**config.mk**
```make
export PLATFORM = sky130hd
export DESIGN_NAME = pid_height_force_controller_top_flat
export DESIGN_NICKNAME = d
export VERILOG_FILES = /design/src/phfc_pkg.sv /design/src/phfc_if.sv /design/src/phfc_mul.sv /design/src/phfc_div.sv /design/src/pid_height_force_controller_top.sv /design/src/flat_wrapper.sv
export VERILOG_INCLUDE_DIRS = /design/src /design/src/src
export SDC_FILE = /design/constraint.sdc
export NUM_CORES = 2
export LEC_CHECK = 0
export BUFFER_PORTS_ARGS = -buffer_cell sky130_fd_sc_hd__buf_4
export CAP_MARGIN = 20
export CORE_ASPECT_RATIO = 0.75
export CORE_MARGIN = 3
export CORE_UTILIZATION = 54
export CTS_CLUSTER_SIZE = 12
export DETAILED_ROUTE_END_ITERATION = 8
export HOLD_SLACK_MARGIN = 0.08
export PLACE_DENSITY = 0.76
export SYNTH_ARGS = -nofsm -noshare
export SYNTH_HDL_FRONTEND = slang
export SYNTH_SLANG_ARGS = --single-unit
```
**constraint.sdc**
```tcl
create_clock -name clock -period 6.3 [get_ports clock]
set_input_delay 0.315 -clock clock [delete_from_list [all_inputs] [get_ports clock]]
set_output_delay 0.315 -clock clock [all_outputs]
set_load 0.01 [all_outputs]
```
**src/pid_height_force_controller_top_defines.svh**
```systemverilog
// Assertion macros for the height force controller.
`ifndef PID_HEIGHT_FORCE_CONTROLLER_TOP_DEFINES_SVH
`define PID_HEIGHT_FORCE_CONTROLLER_TOP_DEFINES_SVH

`ifndef SYNTHESIS
`define PHFC_ASSERT_CLK(lbl, clk, rst, prop, msg) \
   lbl: assert property (@(posedge clk) disable iff (rst) (prop)) else $error(msg);
`define PHFC_ASSERT(lbl, prop, msg) `PHFC_ASSERT_CLK(lbl, clock, reset, prop, msg)
`else
`define PHFC_ASSERT_CLK(lbl, clk, rst, prop, msg)
`define PHFC_ASSERT(lbl, prop, msg)
`endif

`endif

```
**src/phfc_pkg.sv**
```systemverilog
// Shared types and constants of the height force controller.
`default_nettype none

package phfc_pkg;

   localparam int DATA_W     = 32;
   localparam int DT_W       = 31;
   localparam int DIFF_W     = 33;
   localparam int PROD_W     = 64;
   localparam int CSR_ADDR_W = 5;
   localparam int CSR_DATA_W = 32;
   localparam int DTERM_EXP  = 56;

   localparam logic [PROD_W-1:0] DTERM_LIM = PROD_W'(1) << DTERM_EXP;
   localparam logic signed [DATA_W-1:0] WORD_MAX = {1'b0, {(DATA_W-1){1'b1}}};
   localparam logic signed [DATA_W-1:0] WORD_MIN = {1'b1, {(DATA_W-1){1'b0}}};

   typedef enum logic [2:0] {
      REG_MODE   = 3'd0,
      REG_START  = 3'd1,
      REG_SPRING = 3'd2,
      REG_KP     = 3'd3,
      REG_KI     = 3'd4,
      REG_KD     = 3'd5,
      REG_SCALE  = 3'd6
   } phfc_reg_type;

   typedef enum logic [3:0] {
      ST_IDLE,
      ST_ERR,
      ST_D_MUL,
      ST_D_WAIT,
      ST_DIV,
      ST_DIV_WAIT,
      ST_P_MUL,
      ST_P_WAIT,
      ST_I_MUL,
      ST_I_WAIT,
      ST_SUM,
      ST_O_MUL,
      ST_S_MUL,
      ST_F_WAIT,
      ST_RESULT
   } phfc_state_type;

   typedef struct packed {
      logic busy;
      logic done;
   } phfc_unit_stat_type;

   typedef struct packed {
      logic                     clip;
      logic signed [DATA_W-1:0] value;
   } phfc_sat_type;

endpackage

`default_nettype wire

```
**src/phfc_if.sv**
```systemverilog
// Item channel interfaces: measured height in, force out.
`default_nettype none

interface phfc_req_if import phfc_pkg::*; ();
   logic                     valid;
   logic                     ready;
   logic signed [DATA_W-1:0] height;
   logic [DT_W-1:0]          time_step;

   modport source (output valid, height, time_step, input ready);
   modport sink (input valid, height, time_step, output ready);
endinterface

interface phfc_rsp_if import phfc_pkg::*; ();
   logic                     valid;
   logic                     ready;
   logic signed [DATA_W-1:0] force_res;
   logic                     saturated;
   logic                     zero_time_step;

   modport source (output valid, force_res, saturated, zero_time_step, input ready);
   modport sink (input valid, force_res, saturated, zero_time_step, output ready);
endinterface

`default_nettype wire

```
**src/phfc_mul.sv**
```systemverilog
// Bit-serial signed multiplier, one multiplier bit per cycle.
`default_nettype none

module phfc_mul import phfc_pkg::*; (
   input  wire logic                     clock,
   input  wire logic                     reset,
   input  wire logic                     start,
   input  wire logic signed [DIFF_W-1:0] a,
   input  wire logic signed [DATA_W-1:0] b,
   output logic signed [PROD_W-1:0]      product,
   output phfc_unit_stat_type            stat
);

   localparam int CNT_W = $clog2(DATA_W + 1);

   logic [PROD_W-1:0] mcand_ff;
   logic [DATA_W-1:0] mplier_ff;
   logic [PROD_W-1:0] acc_ff;
   logic              neg_ff;
   logic [CNT_W-1:0]  cnt_ff;
   logic              busy_ff;
   logic              done_ff;
   logic [DIFF_W-1:0] a_mag;
   logic [DATA_W-1:0] b_mag;

   // two's complement negation read as unsigned gives the magnitude
   assign a_mag = a[DIFF_W-1] ? DIFF_W'(-a) : DIFF_W'(a);
   assign b_mag = b[DATA_W-1] ? DATA_W'(-b) : DATA_W'(b);

   always_ff @(posedge clock) begin
      if (reset) begin
         busy_ff <= 1'b0;
         done_ff <= 1'b0;
      end else begin
         done_ff <= 1'b0;
         if (start) begin
            busy_ff   <= 1'b1;
            mcand_ff  <= PROD_W'(a_mag);
            mplier_ff <= b_mag;
            acc_ff    <= '0;
            neg_ff    <= a[DIFF_W-1] ^ b[DATA_W-1];
            cnt_ff    <= CNT_W'(DATA_W);
         end else if (busy_ff) begin
            if (mplier_ff[0]) begin
               acc_ff <= acc_ff + mcand_ff;
            end
            mcand_ff  <= {mcand_ff[PROD_W-2:0], 1'b0};
            mplier_ff <= {1'b0, mplier_ff[DATA_W-1:1]};
            cnt_ff    <= cnt_ff - CNT_W'(1);
            if (cnt_ff == CNT_W'(1)) begin
               busy_ff <= 1'b0;
               done_ff <= 1'b1;
            end
         end
      end
   end

   assign product = neg_ff ? -$signed(acc_ff) : $signed(acc_ff);

   always_comb begin
      stat.busy = busy_ff;
      stat.done = done_ff;
   end

endmodule

`default_nettype wire

```
**src/phfc_div.sv**
```systemverilog
// Restoring divider, one quotient bit per cycle, truncating toward zero.
`default_nettype none

module phfc_div import phfc_pkg::*; (
   input  wire logic                     clock,
   input  wire logic                     reset,
   input  wire logic                     start,
   input  wire logic signed [PROD_W-1:0] dividend,
   input  wire logic [DT_W-1:0]          divisor,
   output logic [PROD_W-1:0]             quot_mag,
   output logic                          quot_neg,
   output phfc_unit_stat_type            stat
);

   localparam int CNT_W = $clog2(PROD_W + 1);

   logic [PROD_W-1:0] num_ff;
   logic [DT_W-1:0]   rem_ff;
   logic [DT_W-1:0]   dvs_ff;
   logic              neg_ff;
   logic [CNT_W-1:0]  cnt_ff;
   logic              busy_ff;
   logic              done_ff;
   logic [DT_W:0]     trial;
   logic [DT_W:0]     trial_sub;
   logic              fits;
   logic [PROD_W-1:0] num_mag;

   assign num_mag   = dividend[PROD_W-1] ? PROD_W'(-dividend) : PROD_W'(dividend);
   assign trial     = {rem_ff, num_ff[PROD_W-1]};
   assign trial_sub = trial - {1'b0, dvs_ff};
   assign fits      = trial >= {1'b0, dvs_ff};

   always_ff @(posedge clock) begin
      if (reset) begin
         busy_ff <= 1'b0;
         done_ff <= 1'b0;
      end else begin
         done_ff <= 1'b0;
         if (start) begin
            busy_ff <= 1'b1;
            num_ff  <= num_mag;
            rem_ff  <= '0;
            dvs_ff  <= divisor;
            neg_ff  <= dividend[PROD_W-1];
            cnt_ff  <= CNT_W'(PROD_W);
         end else if (busy_ff) begin
            rem_ff <= fits ? trial_sub[DT_W-1:0] : trial[DT_W-1:0];
            num_ff <= {num_ff[PROD_W-2:0], fits};
            cnt_ff <= cnt_ff - CNT_W'(1);
            if (cnt_ff == CNT_W'(1)) begin
               busy_ff <= 1'b0;
               done_ff <= 1'b1;
            end
         end
      end
   end

   assign quot_mag = num_ff;
   assign quot_neg = neg_ff;

   always_comb begin
      stat.busy = busy_ff;
      stat.done = done_ff;
   end

endmodule

`default_nettype wire

```
**src/pid_height_force_controller_top.sv**
```systemverilog
// Top level of the height force controller: registers, sequencer, serial arithmetic.
// PID mode: the result is registered after four passes of the bit-serial multiplier plus
// the divider pass; with a zero time step the divider pass is skipped.
// Spring mode: one multiplier pass. One item at a time: the next item is taken only
// after the result enters the output register, which waits while the output is held.
// Synchronous active-high reset loads register defaults, clears error history and valid.
`default_nettype none
`include "pid_height_force_controller_top_defines.svh"

module pid_height_force_controller_top import phfc_pkg::*; #(
   parameter int FRAC_BITS = 16
) (
   input  wire logic                  clock,
   input  wire logic                  reset,
   phfc_req_if.sink                   req_if,
   phfc_rsp_if.source                 rsp_if,
   input  wire logic                  psel,
   input  wire logic                  penable,
   input  wire logic                  pwrite,
   input  wire logic [CSR_ADDR_W-1:0] paddr,
   input  wire logic [CSR_DATA_W-1:0] pwdata,
   output logic [CSR_DATA_W-1:0]      prdata,
   output logic                       pready
);

   localparam logic signed [DATA_W-1:0] UNITY = DATA_W'(1 << FRAC_BITS);

   function automatic phfc_sat_type saturate(input logic signed [PROD_W-1:0] v);
      phfc_sat_type r;
      logic         hi_ones;
      logic         hi_zeros;
      hi_ones  = &v[PROD_W-1:DATA_W-1];
      hi_zeros = ~|v[PROD_W-1:DATA_W-1];
      r.clip   = !(hi_ones || hi_zeros);
      if (r.clip) begin
         r.value = v[PROD_W-1] ? WORD_MIN : WORD_MAX;
      end else begin
         r.value = v[DATA_W-1:0];
      end
      return r;
   endfunction

   // configuration
   logic                     mode_ff;
   logic signed [DATA_W-1:0] start_h_ff;
   logic signed [DATA_W-1:0] spring_ff;
   logic signed [DATA_W-1:0] kp_ff;
   logic signed [DATA_W-1:0] ki_ff;
   logic signed [DATA_W-1:0] kd_ff;
   logic signed [DATA_W-1:0] scale_ff;
   logic                     csr_wr;
   phfc_reg_type             csr_reg;

   // sequencer and datapath
   phfc_state_type           state_ff;
   phfc_state_type           state_in;
   logic signed [DIFF_W-1:0] diff_ff;
   logic [DT_W-1:0]          dt_ff;
   logic signed [DATA_W-1:0] prev_err_ff;
   logic signed [DATA_W-1:0] err_sum_ff;
   logic signed [DATA_W-1:0] e_ff;
   logic signed [DIFF_W-1:0] de_ff;
   logic signed [DATA_W-1:0] inner_ff;
   logic signed [DATA_W-1:0] force_ff;
   logic signed [PROD_W-1:0] acc_ff;
   logic                     sat_ff;
   logic                     zdt_ff;
   logic                     rsp_valid_ff;
   logic signed [DATA_W-1:0] rsp_force_ff;
   logic                     rsp_sat_ff;
   logic                     rsp_zdt_ff;

   logic signed [DIFF_W-1:0] diff_in;
   phfc_sat_type             e_res;
   phfc_sat_type             sum_res;
   phfc_sat_type             inner_res;
   phfc_sat_type             force_c;
   logic signed [DIFF_W-1:0] de_in;
   logic signed [PROD_W-1:0] prod_shift;
   logic                     q_clip;
   logic [PROD_W-1:0]        d_mag;
   logic signed [PROD_W-1:0] dterm;

   // arithmetic units
   logic                     mul_start;
   logic signed [DIFF_W-1:0] mul_a;
   logic signed [DATA_W-1:0] mul_b;
   logic signed [PROD_W-1:0] mul_product;
   phfc_unit_stat_type       mul_stat;
   logic                     div_start;
   logic [PROD_W-1:0]        div_quot;
   logic                     div_neg;
   phfc_unit_stat_type       div_stat;

   phfc_mul u_mul (
      .clock   (clock),
      .reset   (reset),
      .start   (mul_start),
      .a       (mul_a),
      .b       (mul_b),
      .product (mul_product),
      .stat    (mul_stat)
   );

   phfc_div u_div (
      .clock    (clock),
      .reset    (reset),
      .start    (div_start),
      .dividend (mul_product),
      .divisor  (dt_ff),
      .quot_mag (div_quot),
      .quot_neg (div_neg),
      .stat     (div_stat)
   );

   // APB register port
   assign pready  = 1'b1;
   assign csr_wr  = psel && penable && pwrite;
   assign csr_reg = phfc_reg_type'(paddr[CSR_ADDR_W-1:2]);

   always_ff @(posedge clock) begin
      if (reset) begin
         mode_ff    <= 1'b0;
         start_h_ff <= '0;
         spring_ff  <= UNITY;
         kp_ff      <= '0;
         ki_ff      <= '0;
         kd_ff      <= '0;
         scale_ff   <= UNITY;
      end else if (csr_wr) begin
         case (csr_reg)
            REG_MODE:   mode_ff    <= pwdata[0];
            REG_START:  start_h_ff <= pwdata[DATA_W-1:0];
            REG_SPRING: spring_ff  <= pwdata[DATA_W-1:0];
            REG_KP:     kp_ff      <= pwdata[DATA_W-1:0];
            REG_KI:     ki_ff      <= pwdata[DATA_W-1:0];
            REG_KD:     kd_ff      <= pwdata[DATA_W-1:0];
            REG_SCALE:  scale_ff   <= pwdata[DATA_W-1:0];
            default: ;
         endcase
      end
   end

   always_comb begin
      case (csr_reg)
         REG_MODE:   prdata = {{(CSR_DATA_W-1){1'b0}}, mode_ff};
         REG_START:  prdata = start_h_ff;
         REG_SPRING: prdata = spring_ff;
         REG_KP:     prdata = kp_ff;
         REG_KI:     prdata = ki_ff;
         REG_KD:     prdata = kd_ff;
         REG_SCALE:  prdata = scale_ff;
         default:    prdata = '0;
      endcase
   end

   // datapath combinational terms
   assign diff_in    = DIFF_W'(req_if.height) - DIFF_W'(start_h_ff);
   assign e_res      = saturate(PROD_W'(diff_ff));
   assign de_in      = DIFF_W'($signed(e_res.value)) - DIFF_W'(prev_err_ff);
   assign sum_res    = saturate(PROD_W'(err_sum_ff) + PROD_W'($signed(e_res.value)));
   assign prod_shift = mul_product >>> FRAC_BITS;
   assign force_c    = saturate(prod_shift);
   assign inner_res  = saturate(acc_ff);
   assign q_clip     = div_quot > DTERM_LIM;
   assign d_mag      = q_clip ? DTERM_LIM : div_quot;
   assign dterm      = div_neg ? -$signed(d_mag) : $signed(d_mag);

   // sequencer
   always_ff @(posedge clock) begin
      if (reset) begin
         state_ff <= ST_IDLE;
      end else begin
         state_ff <= state_in;
      end
   end

   always_comb begin
      state_in  = state_ff;
      mul_start = 1'b0;
      div_start = 1'b0;
      mul_a     = '0;
      mul_b     = '0;
      case (state_ff)
         ST_IDLE: begin
            if (req_if.valid) begin
               state_in = mode_ff ? ST_ERR : ST_S_MUL;
            end
         end
         ST_ERR: state_in = ST_D_MUL;
         ST_D_MUL: begin
            mul_start = 1'b1;
            mul_a     = de_ff;
            mul_b     = kd_ff;
            state_in  = ST_D_WAIT;
         end
         ST_D_WAIT: begin
            if (mul_stat.done) begin
               state_in = (dt_ff == '0) ? ST_P_MUL : ST_DIV;
            end
         end
         ST_DIV: begin
            div_start = 1'b1;
            state_in  = ST_DIV_WAIT;
         end
         ST_DIV_WAIT: begin
            if (div_stat.done) begin
               state_in = ST_P_MUL;
            end
         end
         ST_P_MUL: begin
            mul_start = 1'b1;
            mul_a     = DIFF_W'(e_ff);
            mul_b     = kp_ff;
            state_in  = ST_P_WAIT;
         end
         ST_P_WAIT: begin
            if (mul_stat.done) begin
               state_in = ST_I_MUL;
            end
         end
         ST_I_MUL: begin
            mul_start = 1'b1;
            mul_a     = DIFF_W'(err_sum_ff);
            mul_b     = ki_ff;
            state_in  = ST_I_WAIT;
         end
         ST_I_WAIT: begin
            if (mul_stat.done) begin
               state_in = ST_SUM;
            end
         end
         ST_SUM: state_in = ST_O_MUL;
         ST_O_MUL: begin
            mul_start = 1'b1;
            mul_a     = DIFF_W'(inner_ff);
            mul_b     = scale_ff;
            state_in  = ST_F_WAIT;
         end
         ST_S_MUL: begin
            // spring force is -(diff * gain); the negated difference still fits 33 bits
            mul_start = 1'b1;
            mul_a     = -diff_ff;
            mul_b     = spring_ff;
            state_in  = ST_F_WAIT;
         end
         ST_F_WAIT: begin
            if (mul_stat.done) begin
               state_in = ST_RESULT;
            end
         end
         ST_RESULT: begin
            if (!rsp_valid_ff || rsp_if.ready) begin
               state_in = ST_IDLE;
            end
         end
         default: state_in = ST_IDLE;
      endcase
   end

   assign req_if.ready = (state_ff == ST_IDLE);

   // datapath registers
   always_ff @(posedge clock) begin
      if (reset) begin
         prev_err_ff  <= '0;
         err_sum_ff   <= '0;
         rsp_valid_ff <= 1'b0;
      end else begin
         if (state_ff == ST_RESULT && (!rsp_valid_ff || rsp_if.ready)) begin
            rsp_valid_ff <= 1'b1;
         end else if (rsp_if.ready) begin
            rsp_valid_ff <= 1'b0;
         end
         case (state_ff)
            ST_IDLE: begin
               if (req_if.valid) begin
                  diff_ff <= diff_in;
                  dt_ff   <= req_if.time_step;
                  sat_ff  <= 1'b0;
                  zdt_ff  <= 1'b0;
                  acc_ff  <= '0;
               end
            end
            ST_ERR: begin
               e_ff        <= e_res.value;
               de_ff       <= de_in;
               prev_err_ff <= e_res.value;
               err_sum_ff  <= sum_res.value;
               sat_ff      <= sat_ff | e_res.clip | sum_res.clip;
            end
            ST_D_WAIT: begin
               if (mul_stat.done && dt_ff == '0) begin
                  zdt_ff <= 1'b1;
               end
            end
            ST_DIV_WAIT: begin
               if (div_stat.done) begin
                  acc_ff <= dterm;
                  sat_ff <= sat_ff | q_clip;
               end
            end
            ST_P_WAIT, ST_I_WAIT: begin
               if (mul_stat.done) begin
                  acc_ff <= acc_ff + prod_shift;
               end
            end
            ST_SUM: begin
               inner_ff <= inner_res.value;
               sat_ff   <= sat_ff | inner_res.clip;
            end
            ST_F_WAIT: begin
               if (mul_stat.done) begin
                  force_ff <= force_c.value;
                  sat_ff   <= sat_ff | force_c.clip;
               end
            end
            ST_RESULT: begin
               if (!rsp_valid_ff || rsp_if.ready) begin
                  rsp_force_ff <= force_ff;
                  rsp_sat_ff   <= sat_ff;
                  rsp_zdt_ff   <= zdt_ff;
               end
            end
            default: ;
         endcase
      end
   end

   assign rsp_if.valid          = rsp_valid_ff;
   assign rsp_if.force_res      = rsp_force_ff;
   assign rsp_if.saturated      = rsp_sat_ff;
   assign rsp_if.zero_time_step = rsp_zdt_ff;

   `PHFC_ASSERT(a_one_item_at_a_time, (req_if.valid && req_if.ready) |=> !req_if.ready, "item accepted while busy")
   `PHFC_ASSERT(a_mul_start_idle, mul_start |-> !mul_stat.busy, "multiplier restarted while busy")
   `PHFC_ASSERT(a_div_nonzero, div_start |-> (dt_ff != '0), "divide started with zero time step")
   `PHFC_ASSERT(a_state_hold, (state_ff != ST_ERR) |=> ($stable(err_sum_ff) && $stable(prev_err_ff)), "error history changed outside update")

endmodule

`default_nettype wire
```
**src/flat_wrapper.sv**
```systemverilog
// flat-port wrapper written by rule: the top's interface ports become plain ports
module pid_height_force_controller_top_flat import phfc_pkg::*;
#(
   parameter int FRAC_BITS = 16
)
  (clock, reset, psel, penable, pwrite, paddr, pwdata, prdata, pready, req_if_valid, req_if_height, req_if_time_step, req_if_ready, rsp_if_valid, rsp_if_force_res, rsp_if_saturated, rsp_if_zero_time_step, rsp_if_ready);
  phfc_req_if req_if_i ();
  phfc_rsp_if rsp_if_i ();
  input  wire logic clock;
  input  wire logic reset;
  input  wire logic psel;
  input  wire logic penable;
  input  wire logic pwrite;
  input  wire logic [CSR_ADDR_W-1:0] paddr;
  input  wire logic [CSR_DATA_W-1:0] pwdata;
  output logic [CSR_DATA_W-1:0] prdata;
  output logic pready;
  input wire logic [$bits(req_if_i.valid)-1:0] req_if_valid;
  input wire logic [$bits(req_if_i.height)-1:0] req_if_height;
  input wire logic [$bits(req_if_i.time_step)-1:0] req_if_time_step;
  output wire logic [$bits(req_if_i.ready)-1:0] req_if_ready;
  output wire logic [$bits(rsp_if_i.valid)-1:0] rsp_if_valid;
  output wire logic [$bits(rsp_if_i.force_res)-1:0] rsp_if_force_res;
  output wire logic [$bits(rsp_if_i.saturated)-1:0] rsp_if_saturated;
  output wire logic [$bits(rsp_if_i.zero_time_step)-1:0] rsp_if_zero_time_step;
  input wire logic [$bits(rsp_if_i.ready)-1:0] rsp_if_ready;
  assign req_if_i.valid = req_if_valid;
  assign req_if_i.height = req_if_height;
  assign req_if_i.time_step = req_if_time_step;
  assign req_if_ready = req_if_i.ready;
  assign rsp_if_valid = rsp_if_i.valid;
  assign rsp_if_force_res = rsp_if_i.force_res;
  assign rsp_if_saturated = rsp_if_i.saturated;
  assign rsp_if_zero_time_step = rsp_if_i.zero_time_step;
  assign rsp_if_i.ready = rsp_if_ready;
  pid_height_force_controller_top #(.FRAC_BITS(FRAC_BITS)) u_core (.clock(clock), .reset(reset), .req_if(req_if_i), .rsp_if(rsp_if_i), .psel(psel), .penable(penable), .pwrite(pwrite), .paddr(paddr), .pwdata(pwdata), .prdata(prdata), .pready(pready));
endmodule
```
==> impl_results.md <==
- Library cells used by synthesis: 103
- Net Sw Frac: 0.455
- Number of instances on the worst hold path: 4
- Nets: between 6000 and 7000
- DRC: 0
- FF-to-FF path depth: 19
- Worst Path Required: between 6 and 7 ns
- Total Power: around 32000 uW
- Total CTS buffers: 93
- IO Pins: 176
- Seq/Total Area, Yosys: 0.415
- Total track usage: 0.342
- Drt pass-1 iters: 8
- DP Area: 0.0591 sq mm
- Initial antenna violation count: 8
- Final Hold Viols: 0
- First DRT Iteration DRCs: between 7000 and 8000
- H-Tree Depth: 3
- Clock skew: around 0.047 ns
- Number of port buffers: around 170
- Crit share post-route: 0.969
- Avg Cell Area, Syn: roughly 9 sq um
- Worst rel slew slack: 0.138
- Lkg Pwr: 0.0237 uW
- Vias in the first global route: roughly 47000
- Register share of total power: 0.282
- Clk sinks: 860
- Clk pwr share: 0.172
- CTS Buffer Depth: 3
- Share of layout cells above drive strength 1: 0.102
- Post-synth top area share: 0.320
- HP Class: primary input to flip-flop
- Site Rows: between 100 and 150
- Worst-Margin Slew: 1.28 ns
- Vias per inst: 6.58
- Drt wl/cell: ~24 um
- Crit. End Element: flip-flop
- Clk_lat worst skew: roughly 0.71 ns
- Reported max-cap violation count: 0
- Layout Cells excl Fill: ~7800
- Post-DP HPWL: around 140000 um
- Placed Cells incl. Taps: 7601
- Most frequent cells in the layout: 864 x nand2_1, 594 x edfxtp_1, 578 x a21oi_1
- Outcome: finished, final reports clean
- P_sw: 14700 uW
- CP startpoint kind: flip-flop
- Setup Slack @ Placement: about 0.23 ns
- Finished Cell Area: 0.0629 sq mm
- Most common cell after layout, fill and taps aside: nand2_1
- Via count: approximately 52000
- Core box area: slightly above 0.1 sq mm
- Type of the worst setup path: flip-flop to flip-flop
- Dominant cells by area after synthesis: edfxtp_1 32%, dfxtp_1 9.5%, ha_1 6.2%
- Final WL: roughly 190000 um
- Die Footprint: 0.107 sq mm
- Comb pwr share: 0.546
- Top FF cell, synth: edfxtp_1
- Fmax: about 0.16 GHz
- Count of final max-slew check failures: 0
- Clk slew on worst S/H paths: ~0.060 ns
- Largest net degree at the start of global routing: 103
- WP data arrival: ~6.5 ns
- Post-synthesis register bit count: 860
- Power density over cell area: approximately 500 mW/mm^2
- GP Congestion: between 0.9 and 1
- Syn Nets: about 6600
- Post-synth EDFFs: between 500 and 600
- Die H: between 200 and 300 um
- Min Clock Period, post-route: a little over 6 ns
- Cell internal pwr: 17600 uW
- GRT overflow: 0
- Final setup fails: 0
- VDD IR max: between 0.2 and 0.3 mV
- CTS Root Buffer Type: clkbuf_16
- Asr flop ratio synth: 0
- Synth area leader: edfxtp_1
- Post-Syn Area: 0.0558 sq mm
- Post-route ant nets: 0
- Yosys warnings: 0
- Starting density of the core: 0.548
- Instance count of the mapped netlist: around 6300
- Final worst slack: about 0.19 ns
- Global-route wire length before repair: approximately 290000 um
- Area growth from synthesis to layout: 12.6%
- CP Max Fanout: 9
- Die width: about 380 um
- TritonCTS clock tree: yes
[routing by layer]
metal,global-route usage,share of wire,vias to the layer above
met5,0.00135,0.00020,-
met4,0.102,0.033,6
met3,0.100,0.14,450
met2,0.471,0.40,3274
met1,0.515,0.43,24490
li1,-,-,23377
[repair_timing]
action | in CTS | in global routing
buffers inserted | 0 | 2
hold buffers | 69 | 0
resized for setup | 0 | 9
setup endpoints to repair | 0 | 23
hold endpoints to repair | 233 | 0
[layout make-up]
type                       instances  area [sq um]
tap                             1339          1680
inverter                         235           885
clock inverter                    28           339
timing repair buffer             437          3510
antenna                            1          2.50
clock buffer                     138          2680
sequential                       860         23200
multi-input combinational       4805         30600
fill                            8564         39000
[critical path, stage by stage (launching register included)]
cell and delay, ns:
edfxtp_1 0.40, buf_4 0.18, or3_2 0.54, or4_4 0.47, or3_1 0.55, o41ai_2 0.33
xor2_1 0.31, inv_1 0.17, ha_1 0.40, a21oi_1 0.08, o21ai_0 0.38, o41ai_1 0.15
o2bb2ai_1 0.24, o2111a_1 0.30, a2111oi_1 0.50, buf_4 0.19, nor2_1 0.08, o31ai_1 0.30
xnor2_1 0.15, o21bai_1 0.07
[worst paths after layout]
path	end	slack, ns	start
worst min register to register	u_core.rsp_if.force_res[18]	0.42	u_core.force_ff[18]
worst min-delay path	u_core.diff_ff[3]	0.12	req_if_height[3]
worst max-delay path	u_core.acc_ff[62]	0.19	u_core.u_mul.acc_ff[1]
worst max register to register	u_core.acc_ff[62]	0.19	u_core.u_mul.acc_ff[1]
[kinds of logic (layout without fill, tap and decap cells)]
group | Yosys count | after routing | share of synthesized area
adders and majority gates | 282 | 282 | 0.0640
DFF | 860 | 860 | 0.415
and+or+nand+nor | 2169 | 2169 | 0.184
buffers and inverters | 592 | 838 | 0.0417
muxes | 54 | 54 | 0.00998
xor gates and xnor gates | 428 | 428 | 0.0674
AOI/OAI and AO/OA | 1871 | 1871 | 0.218
other | 1 | 2 | 0.0000672
[flip-flops by register name (all words and copies together) (netlist names), 33 cells and up]
signal and cells:
u_core.acc_ff 64, u_core.de_ff 33, u_core.diff_ff 33, u_core.u_div.quot_mag 64, u_core.u_mul.acc_ff 64, u_core.u_mul.mcand_ff 64
[power by group through the flow]
stage	clock (uW)	combinational [uW]	sequential, uW
after global placement	0	16700	9170
after floorplan	0	11900	8730
final	5570	17700	9140
after detailed placement	0	16900	9190
after global routing	5820	19100	9240
after CTS	5610	17100	9090
[synth_stat cells (27+ instances only)]
library cell and number:
a22o_1 27, a31oi_1 60, nand2b_1 58, o31ai_1 51
inv_1 232, dfxtp_1 266, o21a_1 34, clkbuf_1 317
nor3_1 119, edfxtp_1 594, o211ai_1 28, nand4_1 86
and2_1 60, nand3_1 135, ha_1 276, a21o_1 198
o41ai_1 33, o21bai_1 38, xnor2_1 246, o22ai_1 60
or3_1 57, mux2i_1 41, nor4_1 69, nor2_1 456
and3_1 43, o21ai_0 307, or2_2 27, nand2_1 871
a21oi_1 579, a22oi_1 161, xor2_1 180, a211oi_1 47
nor2b_1 47, or4_1 36
[per-stage QoR]
stage	TNS [ns]	hold WS, ns	utilization
after floorplan	0	0.400	-
after global placement	0	0.406	0.580
after detailed placement	0	0.405	0.580
after CTS	0	0.0831	0.616
after global routing	-0.0295	0.110	0.617
final	0	0.116	0.617
Power figures use the tool's default switching activity.
